<file path="src/hdl/hsv_pkg.sv">
// ----------------------------------------------------------------------------
// hsv_pkg
// shared widths, constants, sector codes and stage payload types
// ----------------------------------------------------------------------------
package hsv_pkg;

   localparam int HUE_W   = 9;
   localparam int LEVEL_W = 8;
   localparam int REM_W   = 6;
   localparam int NUM_W   = 14;
   localparam int XQ_W    = 22;
   localparam int YP_W    = 16;

   localparam logic [HUE_W-1:0]   HUE_MAX    = 9'd359;
   localparam logic [HUE_W-1:0]   SECTOR_DEG = 9'd60;
   localparam logic [LEVEL_W-1:0] LEVEL_FULL = 8'd255;
   localparam logic [NUM_W-1:0]   SCALE_Q    = 14'd15300;

   // reciprocal constants: floor(2^shift / divisor), quotient low by at most one
   localparam logic [8:0] RECIP_Q = 9'd274;
   localparam int         SHIFT_Q = 22;
   localparam logic [8:0] RECIP_P = 9'd257;
   localparam int         SHIFT_P = 16;

   typedef enum logic [2:0] {
      SEC_R_TO_Y = 3'd0,
      SEC_Y_TO_G = 3'd1,
      SEC_G_TO_C = 3'd2,
      SEC_C_TO_B = 3'd3,
      SEC_B_TO_M = 3'd4,
      SEC_M_TO_R = 3'd5
   } sector_type;

   typedef struct packed {
      sector_type         sector;
      logic [REM_W-1:0]   rem;
      logic [LEVEL_W-1:0] sat;
      logic [LEVEL_W-1:0] val;
   } sec_type;

   typedef struct packed {
      sector_type         sector;
      logic [LEVEL_W-1:0] val;
      logic [XQ_W-1:0]    x_q;
      logic [XQ_W-1:0]    x_t;
      logic [YP_W-1:0]    y_p;
   } prod_type;

   typedef struct packed {
      sector_type         sector;
      logic [LEVEL_W-1:0] val;
      logic [LEVEL_W-1:0] p;
      logic [LEVEL_W-1:0] q;
      logic [LEVEL_W-1:0] t;
   } lvl_type;

endpackage

</file>
<file path="src/hdl/hsv_sector.sv">
// ----------------------------------------------------------------------------
// hsv_sector
// hue clamp and split into sector and remainder, one register stage
// ----------------------------------------------------------------------------
module hsv_sector import hsv_pkg::*; (
   input  logic               clock,
   input  logic               reset,
   input  logic               in_valid,
   output logic               in_ready,
   input  logic [HUE_W-1:0]   hue,
   input  logic [LEVEL_W-1:0] sat,
   input  logic [LEVEL_W-1:0] val,
   output logic               out_valid,
   input  logic               out_ready,
   output sec_type            out_data
);

   logic               valid_ff;
   sec_type            data_ff;
   sec_type            data_in;
   logic [HUE_W-1:0]   hue_sat;
   logic [HUE_W-1:0]   base;

   assign in_ready  = !valid_ff || out_ready;
   assign out_valid = valid_ff;
   assign out_data  = data_ff;

   always_comb begin
      hue_sat = (hue > HUE_MAX) ? HUE_MAX : hue;
      priority if (hue_sat >= 9'(5 * SECTOR_DEG)) begin
         data_in.sector = SEC_M_TO_R;
         base = 9'(5 * SECTOR_DEG);
      end else if (hue_sat >= 9'(4 * SECTOR_DEG)) begin
         data_in.sector = SEC_B_TO_M;
         base = 9'(4 * SECTOR_DEG);
      end else if (hue_sat >= 9'(3 * SECTOR_DEG)) begin
         data_in.sector = SEC_C_TO_B;
         base = 9'(3 * SECTOR_DEG);
      end else if (hue_sat >= 9'(2 * SECTOR_DEG)) begin
         data_in.sector = SEC_G_TO_C;
         base = 9'(2 * SECTOR_DEG);
      end else if (hue_sat >= SECTOR_DEG) begin
         data_in.sector = SEC_Y_TO_G;
         base = SECTOR_DEG;
      end else begin
         data_in.sector = SEC_R_TO_Y;
         base = '0;
      end
      data_in.rem = REM_W'(hue_sat - base);
      data_in.sat = sat;
      data_in.val = val;
   end

   always_ff @(posedge clock) begin
      if (reset) begin
         valid_ff <= 1'b0;
      end else if (in_ready) begin
         valid_ff <= in_valid;
      end
      if (in_ready && in_valid) begin
         data_ff <= data_in;
      end
   end

endmodule

</file>
<file path="src/hdl/hsv_mult.sv">
// ----------------------------------------------------------------------------
// hsv_mult
// numerators of p, q and t, then their products with the value, two stages
// ----------------------------------------------------------------------------
module hsv_mult import hsv_pkg::*; (
   input  logic     clock,
   input  logic     reset,
   input  logic     in_valid,
   output logic     in_ready,
   input  sec_type  in_data,
   output logic     out_valid,
   input  logic     out_ready,
   output prod_type out_data
);

   typedef struct packed {
      sector_type         sector;
      logic [LEVEL_W-1:0] val;
      logic [NUM_W-1:0]   num_q;
      logic [NUM_W-1:0]   num_t;
      logic [LEVEL_W-1:0] inv_s;
   } num_type;

   logic               num_valid_ff;
   num_type            num_ff;
   num_type            num_in;
   logic               num_ready;
   logic               prod_valid_ff;
   prod_type           prod_ff;
   prod_type           prod_in;
   logic [REM_W:0]     k_t;

   assign num_ready = !prod_valid_ff || out_ready;
   assign in_ready  = !num_valid_ff || num_ready;
   assign out_valid = prod_valid_ff;
   assign out_data  = prod_ff;

   // s*rem and s*(60-rem) never exceed 15300
   always_comb begin
      k_t = (REM_W+1)'(SECTOR_DEG) - {1'b0, in_data.rem};
      num_in.sector = in_data.sector;
      num_in.val    = in_data.val;
      num_in.num_q  = SCALE_Q - NUM_W'(in_data.sat) * NUM_W'(in_data.rem);
      num_in.num_t  = SCALE_Q - NUM_W'(in_data.sat) * NUM_W'(k_t);
      num_in.inv_s  = LEVEL_FULL - in_data.sat;
   end

   always_comb begin
      prod_in.sector = num_ff.sector;
      prod_in.val    = num_ff.val;
      prod_in.x_q    = XQ_W'(num_ff.val) * XQ_W'(num_ff.num_q);
      prod_in.x_t    = XQ_W'(num_ff.val) * XQ_W'(num_ff.num_t);
      prod_in.y_p    = YP_W'(num_ff.val) * YP_W'(num_ff.inv_s);
   end

   always_ff @(posedge clock) begin
      if (reset) begin
         num_valid_ff  <= 1'b0;
         prod_valid_ff <= 1'b0;
      end else begin
         if (in_ready) begin
            num_valid_ff <= in_valid;
         end
         if (num_ready) begin
            prod_valid_ff <= num_valid_ff;
         end
      end
      if (in_ready && in_valid) begin
         num_ff <= num_in;
      end
      if (num_ready && num_valid_ff) begin
         prod_ff <= prod_in;
      end
   end

endmodule

</file>
<file path="src/hdl/hsv_div.sv">
// ----------------------------------------------------------------------------
// hsv_div
// constant division by reciprocal multiply, then a one-step correction
// ----------------------------------------------------------------------------
module hsv_div import hsv_pkg::*; (
   input  logic     clock,
   input  logic     reset,
   input  logic     in_valid,
   output logic     in_ready,
   input  prod_type in_data,
   output logic     out_valid,
   input  logic     out_ready,
   output lvl_type  out_data
);

   typedef struct packed {
      sector_type         sector;
      logic [LEVEL_W-1:0] val;
      logic [XQ_W-1:0]    x_q;
      logic [XQ_W-1:0]    x_t;
      logic [YP_W-1:0]    y_p;
      logic [LEVEL_W-1:0] q0_q;
      logic [LEVEL_W-1:0] q0_t;
      logic [LEVEL_W-1:0] q0_p;
   } est_type;

   localparam int PQ_W = XQ_W + 9;
   localparam int PP_W = YP_W + 9;

   logic             est_valid_ff;
   est_type          est_ff;
   est_type          est_in;
   logic             est_ready;
   logic             lvl_valid_ff;
   lvl_type          lvl_ff;
   lvl_type          lvl_in;
   logic [PQ_W-1:0]  pq_q;
   logic [PQ_W-1:0]  pq_t;
   logic [PP_W-1:0]  pp_p;

   function automatic logic [LEVEL_W-1:0] fix_q(logic [XQ_W-1:0] x, logic [LEVEL_W-1:0] q0);
      logic [XQ_W-1:0] r;
      r = x - XQ_W'(q0) * XQ_W'(SCALE_Q);
      return (r >= XQ_W'(SCALE_Q)) ? q0 + 8'd1 : q0;
   endfunction

   function automatic logic [LEVEL_W-1:0] fix_p(logic [YP_W-1:0] y, logic [LEVEL_W-1:0] q0);
      logic [YP_W-1:0] r;
      r = y - YP_W'(q0) * YP_W'(LEVEL_FULL);
      return (r >= YP_W'(LEVEL_FULL)) ? q0 + 8'd1 : q0;
   endfunction

   assign est_ready = !lvl_valid_ff || out_ready;
   assign in_ready  = !est_valid_ff || est_ready;
   assign out_valid = lvl_valid_ff;
   assign out_data  = lvl_ff;

   always_comb begin
      pq_q = PQ_W'(in_data.x_q) * PQ_W'(RECIP_Q);
      pq_t = PQ_W'(in_data.x_t) * PQ_W'(RECIP_Q);
      pp_p = PP_W'(in_data.y_p) * PP_W'(RECIP_P);
      est_in.sector = in_data.sector;
      est_in.val    = in_data.val;
      est_in.x_q    = in_data.x_q;
      est_in.x_t    = in_data.x_t;
      est_in.y_p    = in_data.y_p;
      est_in.q0_q   = pq_q[SHIFT_Q +: LEVEL_W];
      est_in.q0_t   = pq_t[SHIFT_Q +: LEVEL_W];
      est_in.q0_p   = pp_p[SHIFT_P +: LEVEL_W];
   end

   always_comb begin
      lvl_in.sector = est_ff.sector;
      lvl_in.val    = est_ff.val;
      lvl_in.q      = fix_q(est_ff.x_q, est_ff.q0_q);
      lvl_in.t      = fix_q(est_ff.x_t, est_ff.q0_t);
      lvl_in.p      = fix_p(est_ff.y_p, est_ff.q0_p);
   end

   always_ff @(posedge clock) begin
      if (reset) begin
         est_valid_ff <= 1'b0;
         lvl_valid_ff <= 1'b0;
      end else begin
         if (in_ready) begin
            est_valid_ff <= in_valid;
         end
         if (est_ready) begin
            lvl_valid_ff <= est_valid_ff;
         end
      end
      if (in_ready && in_valid) begin
         est_ff <= est_in;
      end
      if (est_ready && est_valid_ff) begin
         lvl_ff <= lvl_in;
      end
   end

`ifndef SYNTHESIS
   // q and p estimates never overshoot the true quotient
   a_est_low: assert property (@(posedge clock) disable iff (reset)
      est_valid_ff |-> (XQ_W'(est_ff.q0_q) * XQ_W'(SCALE_Q) <= est_ff.x_q) &&
                       (YP_W'(est_ff.q0_p) * YP_W'(LEVEL_FULL) <= est_ff.y_p))
      else $error("reciprocal estimate above quotient");

   // q estimate is short by at most one
   a_est_close: assert property (@(posedge clock) disable iff (reset)
      est_valid_ff |-> (est_ff.x_q - XQ_W'(est_ff.q0_q) * XQ_W'(SCALE_Q)
                        < 2 * XQ_W'(SCALE_Q)))
      else $error("reciprocal estimate off by more than one");

   // p, q and t never exceed the value level
   a_lvl_range: assert property (@(posedge clock) disable iff (reset)
      lvl_valid_ff |-> (lvl_ff.p <= lvl_ff.val) && (lvl_ff.q <= lvl_ff.val) &&
                       (lvl_ff.t <= lvl_ff.val))
      else $error("level above value");
`endif

endmodule

</file>
<file path="src/hdl/hsv_to_rgb_converter.sv">
// ----------------------------------------------------------------------------
// hsv_to_rgb_converter
// 8-bit hsv to rgb pixel converter, six-stage pipeline that, unless the response stalls, takes one pixel per clock
// ----------------------------------------------------------------------------
// A request carries hue in degrees (values above 359 are treated as 359),
// saturation and value; the response carries red, green and blue. Every
// request gives exactly one response, in order, with exact integer floors
// for p = v(255-s)/255, q = v(15300-s*rem)/15300 and t = v(15300-s(60-rem))/15300.
// A new request is taken every cycle while the response is not stalled;
// each pixel passes through the six register stages (hue split,
// numerator multiply, value multiply, reciprocal estimate, correction,
// channel placement). Each stage holds its own valid bit and fills
// independently, so bubbles close up while the response is stalled
// and req_ready only drops when all six stages hold a pixel.
// ----------------------------------------------------------------------------
module hsv_to_rgb_converter import hsv_pkg::*; (
   input  logic               clock,
   input  logic               reset,
   input  logic               req_valid,
   output logic               req_ready,
   input  logic [HUE_W-1:0]   req_hue_deg,
   input  logic [LEVEL_W-1:0] req_sat_level,
   input  logic [LEVEL_W-1:0] req_val_level,
   output logic               rsp_valid,
   input  logic               rsp_ready,
   output logic [LEVEL_W-1:0] rsp_red_out,
   output logic [LEVEL_W-1:0] rsp_green_out,
   output logic [LEVEL_W-1:0] rsp_blue_out
);

   // stage handshakes
   logic     sec_valid;
   logic     sec_ready;
   sec_type  sec_data;
   logic     prod_valid;
   logic     prod_ready;
   prod_type prod_data;
   logic     lvl_valid;
   logic     lvl_ready;
   lvl_type  lvl_data;

   // output stage
   logic               rsp_valid_ff;
   logic [LEVEL_W-1:0] red_ff;
   logic [LEVEL_W-1:0] green_ff;
   logic [LEVEL_W-1:0] blue_ff;
   logic [LEVEL_W-1:0] red_in;
   logic [LEVEL_W-1:0] green_in;
   logic [LEVEL_W-1:0] blue_in;

   // stage 1: clamp hue, sector and remainder
   hsv_sector u_sector (
      .clock     (clock),
      .reset     (reset),
      .in_valid  (req_valid),
      .in_ready  (req_ready),
      .hue       (req_hue_deg),
      .sat       (req_sat_level),
      .val       (req_val_level),
      .out_valid (sec_valid),
      .out_ready (sec_ready),
      .out_data  (sec_data)
   );

   // stages 2 and 3: numerators, then products with value
   hsv_mult u_mult (
      .clock     (clock),
      .reset     (reset),
      .in_valid  (sec_valid),
      .in_ready  (sec_ready),
      .in_data   (sec_data),
      .out_valid (prod_valid),
      .out_ready (prod_ready),
      .out_data  (prod_data)
   );

   // stages 4 and 5: divide by 15300 and 255
   hsv_div u_div (
      .clock     (clock),
      .reset     (reset),
      .in_valid  (prod_valid),
      .in_ready  (prod_ready),
      .in_data   (prod_data),
      .out_valid (lvl_valid),
      .out_ready (lvl_ready),
      .out_data  (lvl_data)
   );

   // stage 6: place v, p, q, t on the channels by sector
   assign lvl_ready = !rsp_valid_ff || rsp_ready;

   always_comb begin
      unique case (lvl_data.sector)
         SEC_R_TO_Y: begin
            red_in = lvl_data.val; green_in = lvl_data.t; blue_in = lvl_data.p;
         end
         SEC_Y_TO_G: begin
            red_in = lvl_data.q; green_in = lvl_data.val; blue_in = lvl_data.p;
         end
         SEC_G_TO_C: begin
            red_in = lvl_data.p; green_in = lvl_data.val; blue_in = lvl_data.t;
         end
         SEC_C_TO_B: begin
            red_in = lvl_data.p; green_in = lvl_data.q; blue_in = lvl_data.val;
         end
         SEC_B_TO_M: begin
            red_in = lvl_data.t; green_in = lvl_data.p; blue_in = lvl_data.val;
         end
         default: begin
            red_in = lvl_data.val; green_in = lvl_data.p; blue_in = lvl_data.q;
         end
      endcase
   end

   always_ff @(posedge clock) begin
      if (reset) begin
         rsp_valid_ff <= 1'b0;
      end else if (lvl_ready) begin
         rsp_valid_ff <= lvl_valid;
      end
      if (lvl_ready && lvl_valid) begin
         red_ff   <= red_in;
         green_ff <= green_in;
         blue_ff  <= blue_in;
      end
   end

   assign rsp_valid     = rsp_valid_ff;
   assign rsp_red_out   = red_ff;
   assign rsp_green_out = green_ff;
   assign rsp_blue_out  = blue_ff;

`ifndef SYNTHESIS
   // backpressure at the input only when the output is blocked
   a_stall_source: assert property (@(posedge clock) disable iff (reset)
      !req_ready |-> (rsp_valid && !rsp_ready))
      else $error("request stalled without a blocked response");

   // a response appears only from a filled correction stage
   a_rsp_origin: assert property (@(posedge clock) disable iff (reset)
      $rose(rsp_valid) |-> $past(lvl_valid))
      else $error("response without a pixel behind it");

   // pipeline is empty right after reset
   a_reset_empty: assert property (@(posedge clock)
      $past(reset) |-> !rsp_valid)
      else $error("response valid after reset");
`endif

endmodule
</file>
<file path="config.mk">
export PLATFORM = sky130hd
export DESIGN_NAME = hsv_to_rgb_converter
export DESIGN_NICKNAME = d
export VERILOG_FILES = /design/src/hdl/hsv_pkg.sv /design/src/hdl/hsv_sector.sv /design/src/hdl/hsv_mult.sv /design/src/hdl/hsv_div.sv /design/src/hdl/hsv_to_rgb_converter.sv
export SDC_FILE = /design/constraint.sdc
export NUM_CORES = 2
export LEC_CHECK = 0
export ABC_AREA = 1
export BUFFER_PORTS_ARGS = -buffer_cell sky130_fd_sc_hd__buf_2
export CAP_MARGIN = 10
export CORE_MARGIN = 4
export CORE_UTILIZATION = 60
export DETAILED_ROUTE_END_ITERATION = 16
export GPL_TIMING_DRIVEN = 0
export PLACE_DENSITY = 0.76
export SKIP_CTS_REPAIR_TIMING = 1
export SLEW_MARGIN = 25
export SYNTH_ARGS = -nofsm -noshare
export SYNTH_HDL_FRONTEND = slang
export SYNTH_SLANG_ARGS = --single-unit
export TNS_END_PERCENT = 10
</file>
<file path="constraint.sdc">
create_clock -name clock -period 7.35 [get_ports clock]
set_input_delay 2.205 -clock clock [delete_from_list [all_inputs] [get_ports clock]]
set_output_delay 2.205 -clock clock [all_outputs]
set_load 0.1 [all_outputs]
</file>
==> results.toml <==
[timing]
max_freq_mhz = 152.8
skew_ns = 0.02389
tightest_slew_ns = 0.8305
finalHoldViolCount = 0
period_share = 0.8905
finalSetupViolCount = 0
maxSlewHeadroom = 0.4463
fin_tns_setup_ns = 0
slew_violations = 0
rsz0062_at_grt = "no"
fin_crit_ns = 6.545

[yosys]
yosysSeqAreaShare = 0.2425
synth_edf_count = 291
synthFlopType = "edfxtp_1"
synth_cell_types = 54
ys_async_sr_fraction = 0
ys_ff_latch = 297
synth_warnings = 0
synth_nets = 5207
syn_avg_cell_area_sq_um = 8.515
syn_inst = 4290
netlist_area_sq_um = 36530

[hold_path]
hold_class = "reg -> reg"
hp-start = "u_div.est_ff[85]$_DFFE_PP_"
hold_depth = 0
holdPathEnd = "u_div.out_data[25]$_DFFE_PP_"

[die]
core-area_sq_um = 60360
dieArea_sq_um = 64900
io_pins = 55
die_h_um = 254.7
die_w_um = 254.7
num_rows = 90
start_util = 0.6052

[cts]
numCtsBuffers = 35
clk_latency_ns = 0.56
clock_sink_count = 297
clockBufferDepth = 3
htree_num_levels = 2
cts_tree = "yes"
clkTransAtPathRegs_ns = 0.07
clockRootBuffer = "clkbuf_16"

[critical_path]
reg2reg_from = "u_div.est_ff[21]$_DFFE_PP_"
end_kind = "flip-flop"
start_kind = "flip-flop"
reg2reg_to = "u_div.out_data[12]$_DFFE_PP_"
r2r_slack_ns = 0.80
required_ns = 7.62
path_max_fanout = 9
worstSetupPathType = "reg -> reg"
reg2reg_depth = 27
cp.arrival_ns = 6.82

[global_routing]
grt_max_degree = 59
grt_overflow = 0
track_usage = 0.2494
grt_pass1_vias = 27390
grt_pass1_wl_um = 131200
antenna_found_initial = 5

[placed_design]
dpl.hpwl_um = 65180
io_buffers = 54
gp_congestion = 0.9176

[detailed_routing]
finalWirelength_um = 79450
ant_nets = 0
drt-pass1-iter-count = 6
drc = 0
vias = 27670
viasPerCell = 5.327
drt_iter0_drc = 1771
wire_per_inst_um = 15.30

[final_layout]
drive_above_1_share = 0.04196
nets = 5304
area_delta_synth_final_pct = 6.960

[run]
cap_violations = 0

[status]
outcome = "finished, final reports clean"
-- how the worst max path moves through the flow --
stage               slack, ns                             to  depth (start not counted)                  startpoint
CTS                      0.82    u_div.out_data[7]$_DFFE_PP_                         27  u_div.est_ff[13]$_DFFE_PP_
global route             0.27    u_div.out_data[7]$_DFFE_PP_                         27  u_div.est_ff[13]$_DFFE_PP_
finish                   0.80   u_div.out_data[12]$_DFFE_PP_                         27  u_div.est_ff[21]$_DFFE_PP_
detailed placement       0.85    u_div.out_data[7]$_DFFE_PP_                         27  u_div.est_ff[13]$_DFFE_PP_
floorplan                1.34   u_mult.out_data[0]$_DFFE_PP_                          8                   rsp_ready
global placement         0.07  u_mult.out_data[55]$_DFFE_PP_                          9                   rsp_ready
-- layer usage --
layer	routed length [um]	GRT usage	vias to the layer above
li1	-	-	13600
met1	34100	0.3285	13180
met2	38460	0.4304	737
met3	4639	0.03773	146
met4	2215	0.07482	6
met5	30	0	-
-- registers in the layout, indices dropped and copies added, names as in the netlist, 8 cells and up --
register,flops
u_sector.out_data,25
rsp_red_out,8
rsp_blue_out,8
rsp_green_out,8
u_div.out_data,35
u_mult.num_ff,46
u_mult.out_data,70
u_div.est_ff,91
-- cells in the mapped netlist (all sizes together) (6+ instances only) --
master / count / area share
inv: 1057 / 0.11
nand2: 971 / 0.10
ha: 526 / 0.18
fa: 362 / 0.20
edfxtp: 291 / 0.24
nor2: 222 / 0.025
a21oi: 201 / 0.028
nand3: 122 / 0.018
xor2: 109 / 0.026
clkbuf: 81 / 0.0089
o21ai: 72 / 0.010
xnor2: 48 / 0.012
nand4: 44 / 0.0075
nor3: 30 / 0.0045
nand3b: 18 / 0.0038
o2111ai: 14 / 0.0034
a31oi: 13 / 0.0022
a21o: 12 / 0.0025
o21bai: 11 / 0.0023
o21a: 10 / 0.0021
o22ai: 10 / 0.0017
o31ai: 10 / 0.0021
a211oi: 8 / 0.0016
dfxtp: 6 / 0.0033
nor4: 6 / 0.0010
-- area by class of cell --
cell class / instances / area (sq um)
diodes: 2 / 5.005
plain buffers: 85 / 352.8
clock buffers: 43 / 905.9
clock inverters: 16 / 229.0
fillers: 5062 / 21290
inverters: 1057 / 3970
multi-input cells: 2851 / 23370
flip-flops and latches: 297 / 8859
well taps: 782 / 978.4
repair buffers: 60 / 404.1
-- layout by cell type (no fill, tap or decap), types with 12 or more instances in the layout --
cell type	count
inv_1	1047
clkbuf_16	35
o2111ai_1	14
a21oi_1	198
edfxtp_1	291
o21ai_0	69
a31oi_1	13
nand3_1	115
nand4_1	44
buf_2	56
xnor2_1	48
xor2_1	109
ha_1	526
nor3_1	27
clkbuf_1	73
nor2_1	206
clkbuf_2	16
a21o_1	12
nand2_1	960
nand3b_1	17
fa_1	362
-- per-stage QoR --
| stage | hold slack, ns | utilization | std cells | instance area, sq um | worst slack [ns] |
|---|---|---|---|---|---|
| floorplan | 0.4003 | - | 4290 | 36530 | 1.337 |
| global placement | 0.4007 | 0.6259 | 5126 | 37780 | 0.06901 |
| detailed placement | 0.4045 | 0.6285 | 5132 | 37930 | 0.8515 |
| CTS | 0.4164 | 0.6473 | 5191 | 39070 | 0.8226 |
| global route | 0.4232 | 0.6473 | 5191 | 39070 | 0.2722 |
| finish | 0.4133 | 0.6473 | 5193 | 39070 | 0.8048 |
-- critical path: stages, from the launching register on --
cell and delay, ns:
edfxtp_1 0.63, fa_1 0.72, inv_1 0.09, fa_1 0.54
inv_1 0.05, fa_1 0.52, fa_1 0.51, ha_1 0.38
nand2_1 0.11, nor4_1 0.19, nor2_1 0.10, o21ai_0 0.31
nand2_1 0.09, nand2_1 0.07, a21oi_1 0.06, xor2_1 0.21
ha_1 0.33, nand2_1 0.08, nand2_1 0.06, o21bai_1 0.16
a21oi_1 0.18, nand3_1 0.09, nand2_1 0.08, nand3_2 0.12
nor2_8 0.21, nand3_4 0.13, nand2_1 0.08, nand2_1 0.14
-- logic make-up (layout without fill, tap and decap cells) --
group | Yosys count | after routing | share of synthesized area
AO/OA/AOI/OAI | 380 | 380 | 0.05984
flip-flops | 297 | 297 | 0.2425
buffers and inverters | 1142 | 1261 | 0.1183
other | 0 | 2 | 0
multiplexers | 1 | 1 | 0.0002740
AND/OR/NAND/NOR | 1425 | 1425 | 0.1629
adder cells (fa/ha/maj) | 888 | 888 | 0.3785
XOR/XNOR | 157 | 157 | 0.03764
Power is left out: the tool's default activity adds up to more than one toggle a clock period on the data nets, which glitch-free logic cannot reach.
